`src/dflp_pkg.sv`:
```
// ----------------------------------------------------------------------------
// dflp_pkg
// Shared types, codes and helpers for the descriptor free list pool.
// ----------------------------------------------------------------------------
package dflp_pkg;

  // Field widths fixed by the item format
  localparam int IDX_W    = 8;
  localparam int QSIZE_W  = 9;
  localparam int OP_W     = 2;
  localparam int STATUS_W = 2;
  localparam int PDATA_W  = 32;
  localparam int PADDR_W  = 3;
  localparam int ENTRY_W  = IDX_W + 1;  // {chain flag, link}

  // Pool defaults
  localparam int MAX_DESCRIPTORS  = 256;
  localparam logic [QSIZE_W-1:0] QUEUE_SIZE_RESET = 9'd64;

  // Command queue between front and back
  localparam int CMDQ_DEPTH = 2;
  localparam int CMDQ_PTR_W = $clog2(CMDQ_DEPTH);
  localparam int CMDQ_CNT_W = $clog2(CMDQ_DEPTH + 1);

  // Operation codes
  localparam logic [OP_W-1:0] OP_ALLOC = 2'd0;
  localparam logic [OP_W-1:0] OP_LINK  = 2'd1;
  localparam logic [OP_W-1:0] OP_FREE  = 2'd2;

  // Status codes
  localparam logic [STATUS_W-1:0] STATUS_OK        = 2'd0;
  localparam logic [STATUS_W-1:0] STATUS_EMPTY     = 2'd1;
  localparam logic [STATUS_W-1:0] STATUS_MALFORMED = 2'd2;

  // Register index (paddr[2])
  localparam logic REG_QUEUE_SIZE = 1'b0;

  typedef enum logic [1:0] {
    KIND_ALLOC,
    KIND_LINK,
    KIND_FREE,
    KIND_NOP
  } cmd_kind_t;

  typedef struct packed {
    cmd_kind_t          kind;
    logic [IDX_W-1:0]   idx;
    logic [IDX_W-1:0]   tgt;
    logic               lv;
  } cmd_t;

  typedef struct packed {
    logic               init;     // pool re-initialization this cycle
    logic [QSIZE_W-1:0] init_qs;  // effective size that takes effect
    logic [QSIZE_W-1:0] qs;       // effective size in force
  } cfg_t;

  // Clamp a raw queue size to 1..max_desc
  function automatic logic [QSIZE_W-1:0] eff_size(input logic [QSIZE_W-1:0] raw,
                                                  input int unsigned max_desc);
    logic [QSIZE_W-1:0] q;
    q = raw;
    if (raw == '0) begin
      q = 9'd1;
    end else if (int'(raw) > int'(max_desc)) begin
      q = QSIZE_W'(max_desc);
    end
    return q;
  endfunction

endpackage

```
`src/dflp_if.sv`:
```
// ----------------------------------------------------------------------------
// dflp_cmd_if / dflp_res_if
// Valid/ready channels for pool commands and pool results.
// ----------------------------------------------------------------------------
interface dflp_cmd_if;
  logic                          valid;
  logic                          ready;
  logic [dflp_pkg::OP_W-1:0]     operation;
  logic [dflp_pkg::IDX_W-1:0]    desc_index;
  logic [dflp_pkg::IDX_W-1:0]    link_target;
  logic                          link_valid;

  modport source (output valid, operation, desc_index, link_target, link_valid,
                  input ready);
  modport sink (input valid, operation, desc_index, link_target, link_valid,
                output ready);
endinterface

interface dflp_res_if;
  logic                          valid;
  logic                          ready;
  logic [dflp_pkg::IDX_W-1:0]    granted_index;
  logic [dflp_pkg::STATUS_W-1:0] status;
  logic [dflp_pkg::QSIZE_W-1:0]  free_count;

  modport source (output valid, granted_index, status, free_count, input ready);
  modport sink (input valid, granted_index, status, free_count, output ready);
endinterface

```
`src/dflp_ram.sv`:
```
// ----------------------------------------------------------------------------
// dflp_ram
// Generic single-write, single-read RAM with registered read data.
// ----------------------------------------------------------------------------
module dflp_ram #(
  parameter int Width = 8,
  parameter int Depth = 256
) (
  input  logic                     clk,
  input  logic                     we,
  input  logic [$clog2(Depth)-1:0] waddr,
  input  logic [Width-1:0]         wdata,
  input  logic [$clog2(Depth)-1:0] raddr,
  output logic [Width-1:0]         rdata
);

  logic [Width-1:0] mem [Depth];

  // Write port
  always_ff @(posedge clk) begin
    if (we) begin
      mem[waddr] <= wdata;
    end
  end

  // Registered read port
  always_ff @(posedge clk) begin
    rdata <= mem[raddr];
  end

endmodule

```
`src/dflp_front.sv`:
```
// ----------------------------------------------------------------------------
// dflp_front
// Accept command words, decode them and hold them in a short queue.
// ----------------------------------------------------------------------------
module dflp_front (
  input  logic              clk,
  input  logic              rst,
  dflp_cmd_if.sink          cmd,
  output logic              q_valid,
  input  logic              q_ready,
  output dflp_pkg::cmd_t    q_cmd
);

  dflp_pkg::cmd_t                   q_mem [dflp_pkg::CMDQ_DEPTH];
  logic [dflp_pkg::CMDQ_PTR_W-1:0]  wr_ptr;
  logic [dflp_pkg::CMDQ_PTR_W-1:0]  rd_ptr;
  logic [dflp_pkg::CMDQ_CNT_W-1:0]  count;
  dflp_pkg::cmd_t                   decoded;
  logic                             push;
  logic                             pop;

  // Classify the incoming word
  always_comb begin
    decoded.idx = cmd.desc_index;
    decoded.tgt = cmd.link_target;
    decoded.lv  = cmd.link_valid;
    case (cmd.operation)
      dflp_pkg::OP_ALLOC: decoded.kind = dflp_pkg::KIND_ALLOC;
      dflp_pkg::OP_LINK:  decoded.kind = dflp_pkg::KIND_LINK;
      dflp_pkg::OP_FREE:  decoded.kind = dflp_pkg::KIND_FREE;
      default:            decoded.kind = dflp_pkg::KIND_NOP;
    endcase
  end

  assign cmd.ready = (count != dflp_pkg::CMDQ_CNT_W'(dflp_pkg::CMDQ_DEPTH));
  assign push      = cmd.valid && cmd.ready;
  assign q_valid   = (count != '0);
  assign pop       = q_valid && q_ready;
  assign q_cmd     = q_mem[rd_ptr];

  // Queue storage
  always_ff @(posedge clk) begin
    if (push) begin
      q_mem[wr_ptr] <= decoded;
    end
  end

  // Queue pointers and fill count
  always_ff @(posedge clk) begin
    if (rst) begin
      wr_ptr <= '0;
      rd_ptr <= '0;
      count  <= '0;
    end else begin
      if (push) begin
        wr_ptr <= wr_ptr + 1'b1;
      end
      if (pop) begin
        rd_ptr <= rd_ptr + 1'b1;
      end
      case ({push, pop})
        2'b10:   count <= count + 1'b1;
        2'b01:   count <= count - 1'b1;
        default: count <= count;
      endcase
    end
  end

endmodule

```
`src/dflp_back.sv`:
```
// ----------------------------------------------------------------------------
// dflp_back
// Execute pool commands against the link RAM and drive the result register.
// ----------------------------------------------------------------------------
module dflp_back #(
  parameter int MaxDesc = dflp_pkg::MAX_DESCRIPTORS
) (
  input  logic              clk,
  input  logic              rst,
  input  dflp_pkg::cfg_t    cfg,
  input  logic              q_valid,
  output logic              q_ready,
  input  dflp_pkg::cmd_t    q_cmd,
  dflp_res_if.source        res
);

  localparam int AW = $clog2(MaxDesc);

  typedef enum logic [2:0] {
    S_IDLE,
    S_ALLOC_DATA,
    S_CHK_ADDR,
    S_CHK_DATA,
    S_PUSH_ADDR,
    S_PUSH_DATA
  } state_t;

  state_t                              state;
  logic [dflp_pkg::IDX_W-1:0]          list_head;
  logic [dflp_pkg::QSIZE_W-1:0]        free_total;
  logic [dflp_pkg::IDX_W-1:0]          cur;
  logic [dflp_pkg::IDX_W-1:0]          head_idx;
  logic [dflp_pkg::QSIZE_W-1:0]        count;
  logic [dflp_pkg::QSIZE_W-1:0]        room;
  logic [dflp_pkg::QSIZE_W:0]          count_inc;
  logic [AW-1:0]                       rd_idx;
  logic [MaxDesc-1:0]                  entry_valid;

  logic                                res_valid;
  logic [dflp_pkg::IDX_W-1:0]          res_granted;
  logic [dflp_pkg::STATUS_W-1:0]       res_status;
  logic [dflp_pkg::QSIZE_W-1:0]        res_free;

  logic                                ram_we;
  logic [AW-1:0]                       ram_waddr;
  logic [dflp_pkg::ENTRY_W-1:0]        ram_wdata;
  logic [AW-1:0]                       ram_raddr;
  logic [dflp_pkg::ENTRY_W-1:0]        ram_rdata;
  logic [dflp_pkg::IDX_W-1:0]          eff_link;
  logic                                eff_flag;
  logic                                pop;

  dflp_ram #(
    .Width (dflp_pkg::ENTRY_W),
    .Depth (MaxDesc)
  ) u_link_ram (
    .clk   (clk),
    .we    (ram_we),
    .waddr (ram_waddr),
    .wdata (ram_wdata),
    .raddr (ram_raddr),
    .rdata (ram_rdata)
  );

  // Entries never written read as their reset link with no chain flag
  assign eff_flag = entry_valid[rd_idx] ? ram_rdata[dflp_pkg::IDX_W] : 1'b0;
  assign eff_link = entry_valid[rd_idx] ? ram_rdata[dflp_pkg::IDX_W-1:0]
                                        : dflp_pkg::IDX_W'(rd_idx) + 1'b1;

  assign q_ready   = (state == S_IDLE) && !res_valid && !cfg.init;
  assign pop       = q_valid && q_ready;
  assign count_inc = {1'b0, count} + 1'b1;

  // Drive the RAM ports
  always_comb begin
    ram_raddr = (state == S_IDLE) ? list_head[AW-1:0] : cur[AW-1:0];
    ram_we    = 1'b0;
    ram_waddr = cur[AW-1:0];
    ram_wdata = {eff_flag, list_head};
    case (state)
      S_IDLE: begin
        if (pop && q_cmd.kind == dflp_pkg::KIND_LINK &&
            {1'b0, q_cmd.idx} < cfg.qs) begin
          ram_we    = 1'b1;
          ram_waddr = q_cmd.idx[AW-1:0];
          ram_wdata = {q_cmd.lv, q_cmd.tgt};
        end
      end
      S_ALLOC_DATA: begin
        ram_we    = 1'b1;
        ram_waddr = list_head[AW-1:0];
        ram_wdata = '0;
      end
      S_PUSH_DATA: begin
        ram_we    = 1'b1;
      end
      default: begin
        ram_we    = 1'b0;
      end
    endcase
  end

  // Mark written entries; reset and re-initialization clear all marks
  always_ff @(posedge clk) begin
    if (rst || cfg.init) begin
      entry_valid <= '0;
    end else if (ram_we) begin
      entry_valid[ram_waddr] <= 1'b1;
    end
  end

  // Sequencer, pool registers and result register
  always_ff @(posedge clk) begin
    rd_idx <= ram_raddr;
    if (rst) begin
      state      <= S_IDLE;
      res_valid  <= 1'b0;
      list_head  <= '0;
      free_total <= dflp_pkg::eff_size(dflp_pkg::QUEUE_SIZE_RESET, MaxDesc);
    end else if (cfg.init) begin
      list_head  <= '0;
      free_total <= cfg.init_qs;
    end else begin
      if (res_valid && res.ready) begin
        res_valid <= 1'b0;
      end
      case (state)
        S_IDLE: begin
          if (pop) begin
            res_granted <= '0;
            res_status  <= (q_cmd.kind == dflp_pkg::KIND_ALLOC && free_total == '0)
                           ? dflp_pkg::STATUS_EMPTY : dflp_pkg::STATUS_OK;
            res_free    <= free_total;
            case (q_cmd.kind)
              dflp_pkg::KIND_ALLOC: begin
                if (free_total == '0) begin
                  res_valid  <= 1'b1;
                end else begin
                  state <= S_ALLOC_DATA;
                end
              end
              dflp_pkg::KIND_FREE: begin
                room     <= (free_total <= cfg.qs) ? cfg.qs - free_total : '0;
                count    <= '0;
                cur      <= q_cmd.idx;
                head_idx <= q_cmd.idx;
                state    <= S_CHK_ADDR;
              end
              default: begin
                res_valid <= 1'b1;
              end
            endcase
          end
        end
        S_ALLOC_DATA: begin
          list_head   <= eff_link;
          free_total  <= free_total - 1'b1;
          res_granted <= list_head;
          res_free    <= free_total - 1'b1;
          res_valid   <= 1'b1;
          state       <= S_IDLE;
        end
        S_CHK_ADDR: begin
          // Reject indexes outside the pool and walks longer than allowed
          if ({1'b0, cur} >= cfg.qs || count_inc > {1'b0, room}) begin
            res_status <= dflp_pkg::STATUS_MALFORMED;
            res_valid  <= 1'b1;
            state      <= S_IDLE;
          end else begin
            count <= count_inc[dflp_pkg::QSIZE_W-1:0];
            state <= S_CHK_DATA;
          end
        end
        S_CHK_DATA: begin
          if (eff_flag) begin
            cur   <= eff_link;
            state <= S_CHK_ADDR;
          end else begin
            cur   <= head_idx;
            state <= S_PUSH_ADDR;
          end
        end
        S_PUSH_ADDR: begin
          state <= S_PUSH_DATA;
        end
        S_PUSH_DATA: begin
          // Push the descriptor onto the free list
          list_head  <= cur;
          free_total <= free_total + 1'b1;
          if (eff_flag) begin
            cur   <= eff_link;
            state <= S_PUSH_ADDR;
          end else begin
            res_free  <= free_total + 1'b1;
            res_valid <= 1'b1;
            state     <= S_IDLE;
          end
        end
        default: begin
          state <= S_IDLE;
        end
      endcase
    end
  end

  assign res.valid         = res_valid;
  assign res.granted_index = res_granted;
  assign res.status        = res_status;
  assign res.free_count    = res_free;

`ifndef NO_ASSERTIONS
  a_free_bounded: assert property (@(posedge clk) disable iff (rst)
    free_total <= cfg.qs)
    else $error("free_total exceeds queue size");

  a_empty_result: assert property (@(posedge clk) disable iff (rst)
    (res_valid && res_status == dflp_pkg::STATUS_EMPTY) |->
      (res_granted == '0 && res_free == '0))
    else $error("empty result carries a grant or a nonzero count");

  a_alloc_dec: assert property (@(posedge clk) disable iff (rst)
    (state == S_ALLOC_DATA && !cfg.init) |=> free_total == $past(free_total) - 1'b1)
    else $error("allocate did not take exactly one descriptor");

  a_no_pop_busy: assert property (@(posedge clk) disable iff (rst)
    (state != S_IDLE) |-> !q_ready)
    else $error("command taken while a walk is in progress");
`endif

endmodule

```
`src/descriptor_free_list_pool.sv`:
```
// ----------------------------------------------------------------------------
// descriptor_free_list_pool
// LIFO descriptor free list with allocate, link and chain free commands.
// ----------------------------------------------------------------------------
// Commands enter on cmd (valid/ready) and each produces one word on res.
// A two-entry command queue lets cmd keep accepting while the executor is
// busy or res is stalled; the result register holds its word until taken.
// Execution per command, from leaving the queue to the result word:
//   allocate does one link RAM read; empty allocate, link and unused codes
//   answer without a link RAM read; free chain checks each entry of the chain,
//   then pushes each one, reading every entry through the single RAM read port.
// A new command starts only after the previous result has been taken.
// The APB port holds queue_size at byte address 0; writing it rebuilds
// the free list at once and must only happen while the block is idle.
// Reset is synchronous: queue_size returns to 64, the list is rebuilt as
// 0..size-1 and the queue and result register are emptied. No clearing
// pass is needed; per-entry written marks make untouched links read as
// their reset value.
// ----------------------------------------------------------------------------
module descriptor_free_list_pool #(
  parameter int MaxDesc = dflp_pkg::MAX_DESCRIPTORS
) (
  input  logic                          clk,
  input  logic                          rst,
  dflp_cmd_if.sink                      cmd,
  dflp_res_if.source                    res,
  input  logic                          psel,
  input  logic                          penable,
  input  logic                          pwrite,
  input  logic [dflp_pkg::PADDR_W-1:0]  paddr,
  input  logic [dflp_pkg::PDATA_W-1:0]  pwdata,
  output logic [dflp_pkg::PDATA_W-1:0]  prdata,
  output logic                          pready
);

  logic [dflp_pkg::QSIZE_W-1:0] queue_size;
  logic                         cfg_write;
  dflp_pkg::cfg_t               cfg;
  logic                         q_valid;
  logic                         q_ready;
  dflp_pkg::cmd_t               q_cmd;

  // Register file access
  assign pready    = 1'b1;
  assign cfg_write = psel && penable && pwrite && pready &&
                     (paddr[2] == dflp_pkg::REG_QUEUE_SIZE);
  assign prdata    = (paddr[2] == dflp_pkg::REG_QUEUE_SIZE)
                     ? {{(dflp_pkg::PDATA_W - dflp_pkg::QSIZE_W){1'b0}}, queue_size}
                     : '0;

  always_ff @(posedge clk) begin
    if (rst) begin
      queue_size <= dflp_pkg::QUEUE_SIZE_RESET;
    end else if (cfg_write) begin
      queue_size <= pwdata[dflp_pkg::QSIZE_W-1:0];
    end
  end

  assign cfg.init    = cfg_write;
  assign cfg.init_qs = dflp_pkg::eff_size(pwdata[dflp_pkg::QSIZE_W-1:0], MaxDesc);
  assign cfg.qs      = dflp_pkg::eff_size(queue_size, MaxDesc);

  dflp_front u_front (
    .clk     (clk),
    .rst     (rst),
    .cmd     (cmd),
    .q_valid (q_valid),
    .q_ready (q_ready),
    .q_cmd   (q_cmd)
  );

  dflp_back #(
    .MaxDesc (MaxDesc)
  ) u_back (
    .clk     (clk),
    .rst     (rst),
    .cfg     (cfg),
    .q_valid (q_valid),
    .q_ready (q_ready),
    .q_cmd   (q_cmd),
    .res     (res)
  );

endmodule
```
`src/flat_wrapper.sv`:
```
// flat-port wrapper written by rule: the top's interface ports become plain ports
module descriptor_free_list_pool_flat 
#(
  parameter int MaxDesc = dflp_pkg::MAX_DESCRIPTORS
)
  (clk, rst, psel, penable, pwrite, paddr, pwdata, prdata, pready, cmd_valid, cmd_operation, cmd_desc_index, cmd_link_target, cmd_link_valid, cmd_ready, res_valid, res_granted_index, res_status, res_free_count, res_ready);
  dflp_cmd_if cmd_i ();
  dflp_res_if res_i ();
  input  logic clk;
  input  logic rst;
  input  logic psel;
  input  logic penable;
  input  logic pwrite;
  input  logic [dflp_pkg::PADDR_W-1:0] paddr;
  input  logic [dflp_pkg::PDATA_W-1:0] pwdata;
  output logic [dflp_pkg::PDATA_W-1:0] prdata;
  output logic pready;
  input wire logic [$bits(cmd_i.valid)-1:0] cmd_valid;
  input wire logic [$bits(cmd_i.operation)-1:0] cmd_operation;
  input wire logic [$bits(cmd_i.desc_index)-1:0] cmd_desc_index;
  input wire logic [$bits(cmd_i.link_target)-1:0] cmd_link_target;
  input wire logic [$bits(cmd_i.link_valid)-1:0] cmd_link_valid;
  output wire logic [$bits(cmd_i.ready)-1:0] cmd_ready;
  output wire logic [$bits(res_i.valid)-1:0] res_valid;
  output wire logic [$bits(res_i.granted_index)-1:0] res_granted_index;
  output wire logic [$bits(res_i.status)-1:0] res_status;
  output wire logic [$bits(res_i.free_count)-1:0] res_free_count;
  input wire logic [$bits(res_i.ready)-1:0] res_ready;
  assign cmd_i.valid = cmd_valid;
  assign cmd_i.operation = cmd_operation;
  assign cmd_i.desc_index = cmd_desc_index;
  assign cmd_i.link_target = cmd_link_target;
  assign cmd_i.link_valid = cmd_link_valid;
  assign cmd_ready = cmd_i.ready;
  assign res_valid = res_i.valid;
  assign res_granted_index = res_i.granted_index;
  assign res_status = res_i.status;
  assign res_free_count = res_i.free_count;
  assign res_i.ready = res_ready;
  descriptor_free_list_pool #(.MaxDesc(MaxDesc)) u_core (.clk(clk), .rst(rst), .cmd(cmd_i), .res(res_i), .psel(psel), .penable(penable), .pwrite(pwrite), .paddr(paddr), .pwdata(pwdata), .prdata(prdata), .pready(pready));
endmodule
```
`config.mk`:
```
export PLATFORM = sky130hd
export DESIGN_NAME = descriptor_free_list_pool_flat
export DESIGN_NICKNAME = d
export VERILOG_FILES = /design/src/dflp_pkg.sv /design/src/dflp_if.sv /design/src/dflp_ram.sv /design/src/dflp_front.sv /design/src/dflp_back.sv /design/src/descriptor_free_list_pool.sv /design/src/flat_wrapper.sv
export SDC_FILE = /design/constraint.sdc
export NUM_CORES = 2
export LEC_CHECK = 0
export ABC_AREA = 1
export BUFFER_PORTS_ARGS = -buffer_cell sky130_fd_sc_hd__buf_2
export CAP_MARGIN = 20
export CORE_MARGIN = 2
export CORE_UTILIZATION = 55
export DETAILED_ROUTE_END_ITERATION = 10
export PLACE_DENSITY_LB_ADDON = 0.12
export SYNTH_ARGS = -nofsm -noshare
export SYNTH_HDL_FRONTEND = slang
export SYNTH_SLANG_ARGS = --single-unit
```
`constraint.sdc`:
```
create_clock -name clk -period 10.6 [get_ports clk]
set_input_delay 1.59 -clock clk [delete_from_list [all_inputs] [get_ports clk]]
set_output_delay 1.59 -clock clk [all_outputs]
set_load 0.02 [all_outputs]
```
==> out/metrics.csv <==
metric;value;unit
status;finished, final reports clean;
synth_warnings;0;
route.antenna.remaining_nets;0;
synth.top_cell.area_share;64.5;%
cts_buffers;292;
worstPathRequired;11.20;ns
die_h;454;um
avgSynthCellArea;11.7;sq um
cts_buffer_depth;4;
holdWs;0.450;ns
grt_pass1_wl;458;mm
htree_levels;5;
stdcell_area;123000;sq um
place_area;114000;sq um
fp.coreArea;202000;sq um
dp_hpwl;174;mm
antenna_found_initial;7;
area_growth;10.3;%
pin_count;115;
worstHoldPathCells;2;
port_buffers;65;
start_kind;flop;
power_density;282;nW/um^2
fin_crit_sh;59.8;%
root_buffer;clkbuf_16;
clock-sinks;2703;
ys_seq_elements;2703;
max_freq;158;MHz
tightest_slew;1.39;ns
cts_resized;0;
drive_gt1_share;7.28;%
synthCells;9550;
cts_tree;done;
holdCritStartpoint;u_core.u_back.entry_valid[192]$_SDFFE_PP0P_;
r2r_end;u_core.u_back.u_link_ram.mem[137][8]$_DFFE_PP_;
routedWlPerCell;25.5;um
post_cts_buffers;0;
clkLatencyLatePin;0.94;ns
crit_arrival;6.94;ns
grt_pass1_vias;70600;
drc;0;
clkTransAtPathRegs;0.06;ns
setup_viol;0;
ys_types;52;
die-area;206000;sq um
via_per_inst;6.08;
critPathMaxFanout;30;
fin_skew;0.0582;ns
rsz0062_at_grt;false;
crit_type;reg -> reg;
whs_endpoint;u_core.u_back.entry_valid[192]$_SDFFE_PP0P_;
hold_violations;0;
finalCriticalPeriod;6.34;ns
grt_usage;29.9;%
drv_slew;0;
holdBufCountCts;0;
max-vdd-ir-drop;0.400;mV
start_util;55.3;%
ff2ff_path_depth;16;
fp.dieW;454;um
grt-ovfl-total;0;
netlist.top_cell.by_area;edfxtp_1;
core.rowCount;165;
gp_congestion;0.905;
num_vias;74700;
seq_area_frac_synth;70.1;%
dr.pass1.iters;6;
relSlewSlack;7.61;%
endpoint_kind;flop;
synth_area;111000;sq um
nFillCells;15700;
finalWirelength;313;mm
drt_iter0_drc;8925;
leakagePower;0.0423;uW
r2r_slack;4.26;ns
drv_cap;0;
hold_path.class;reg -> reg;
ys_top_cells_by_area;edfxtp_1, o21ai_0, dfxtp_1;
layout.nets;9505;
grt_max_degree;205;
[logic make-up after synthesis]
group	after synthesis	share of synthesized area, %
DFF	2703	70.1
and+or+nand+nor	2901	11.0
other	2	0.00674
AOI/OAI and AO/OA	2581	13.6
muxes	8	0.0808
xor gates and xnor gates	20	0.157
buffers and inverters	1294	4.59
adders and majority gates	41	0.467
[area by class of cell]
cell class	instances	area [sq um]	share of cell area, %
inverters	646	2460	2.00
well taps	2672	3340	2.72
clock buffers	412	8180	6.65
diodes	3	7.51	0.00611
flip-flops and latches	2703	78100	63.5
repair buffers	185	1520	1.24
clock inverters	91	793	0.646
multi-input cells	5575	28500	23.2
[how the worst max path moves through the flow]
| stage | cells past startpoint | startpoint | endpoint | slack [ns] |
|---|---|---|---|---|
| floorplan | 9 | paddr[2] | u_core.u_back.u_link_ram.mem[0][0]$_DFFE_PP_ | -0.85 |
| detailed placement | 13 | paddr[2] | u_core.u_back.u_link_ram.mem[183][8]$_DFFE_PP_ | 4.21 |
| global route | 16 | flop | u_core.u_back.u_link_ram.mem[85][5]$_DFFE_PP_ | 3.92 |
| finish | 16 | flop | u_core.u_back.u_link_ram.mem[137][8]$_DFFE_PP_ | 4.26 |
| CTS | 14 | flop | u_core.u_back.u_link_ram.mem[183][1]$_DFFE_PP_ | 4.31 |
| global placement | 13 | paddr[2] | u_core.u_back.u_link_ram.mem[87][3]$_DFFE_PP_ | 4.16 |
[where the power goes]
| group | internal [uW] | leakage, uW | switching (uW) | total [uW] |
|---|---|---|---|---|
| clock network | 5670 | 0.00440 | 4020 | 9700 |
| logic | 2870 | 0.0133 | 9150 | 12000 |
| registers | 12800 | 0.0246 | 144 | 12900 |
| total | 21300 | 0.0423 | 13300 | 34700 |
[stage by stage]
| stage | util, % | std cells | TNS, ns | setup WS (ns) | power, uW |
|---|---|---|---|---|---|
| global route | 60.9 | 12300 | 0 | 3.92 | 36000 |
| detailed placement | 56.4 | 11800 | 0 | 4.21 | 24900 |
| finish | 60.9 | 12300 | 0 | 4.26 | 34700 |
| CTS | 60.9 | 12300 | 0 | 4.31 | 34500 |
| floorplan | - | 9572 | -1889.50 | -0.854 | 20900 |
| global placement | 56.4 | 11800 | 0 | 4.16 | 24700 |
[cells in the final DEF, fill, tap and decap left out, types with 16 or more instances in the layout]
master	count
nand3_1	820
nor2_1	687
clkinv_2	38
inv_2	25
a21oi_1	293
dfxtp_1	305
clkbuf_16	299
clkinv_1	34
xor2_1	18
buf_2	65
clkbuf_1	86
o22ai_1	71
nand2_1	1290
nor2_2	18
ha_1	40
o211ai_1	299
edfxtp_1	2395
buf_4	94
o21ai_0	1345
nand2_2	16
buf_12	21
conb_1	24
o21bai_1	525
clkbuf_8	28
nand4_1	22
inv_1	609
[registers in the layout (all words and copies together), names as in the netlist, named ones only]
name / count
u_core.u_back.res.valid: 1
u_core.u_back.count: 9
u_core.u_back.u_link_ram.mem: 2304
u_core.u_back.entry_valid: 256
u_core.u_back.res.status: 2
u_core.u_front.count: 2
u_core.u_back.room: 9
u_core.queue_size: 9
u_core.u_back.list_head: 8
u_core.u_back.res.free_count: 9
u_core.u_back.rd_idx: 8
u_core.u_front.q_mem: 38
u_core.u_back.res.granted_index: 8
u_core.u_back.u_link_ram.rdata: 9
u_core.u_back.cur: 8
u_core.u_front.rd_ptr: 1
u_core.u_back.free_total: 9
u_core.u_back.state: 3
u_core.u_front.wr_ptr: 1
u_core.u_back.head_idx: 8
[synthesized netlist by cell type (all sizes together)]
cell type / n
a2111oi: 1
a21boi: 1
a21oi: 299
a221oi: 4
a22oi: 8
a31oi: 6
and3: 1
buf: 161
clkbuf: 487
clkinv: 8
conb: 2
dfxtp: 308
edfxtp: 2395
fa: 1
ha: 40
inv: 638
mux2: 8
nand2: 1308
nand3: 823
nand3b: 2
nand4: 24
nor2: 719
nor3: 17
nor3b: 2
nor4: 2
o211ai: 299
o21a: 3
o21ai: 1360
o21bai: 525
o221ai: 4
o22ai: 71
or2: 3
xnor2: 2
xor2: 18
[routing by layer]
| metal | wire, um | global-route usage (%) |
|---|---|---|
| met5 | 74 | 0 |
| met2 | 143000 | 46.0 |
| met3 | 30300 | 6.69 |
| met4 | 13900 | 13.0 |
| met1 | 126000 | 41.2 |
[worst max-delay path, cell delays in order, from the launching register on]
cell	delay, ns
dfxtp_1	0.98
o21ai_0	0.40
inv_1	0.24
ha_1	0.27
a21oi_1	0.16
o21ai_0	0.12
a21oi_2	0.40
nand3_4	0.39
nand2_1	0.16
nand3_1	0.13
nand2_1	0.11
o21ai_2	0.08
nor2_4	0.57
nand2_2	0.61
inv_2	0.71
nand2_1	0.27
inv_1	0.37
(Power assumes the default switching activity.)
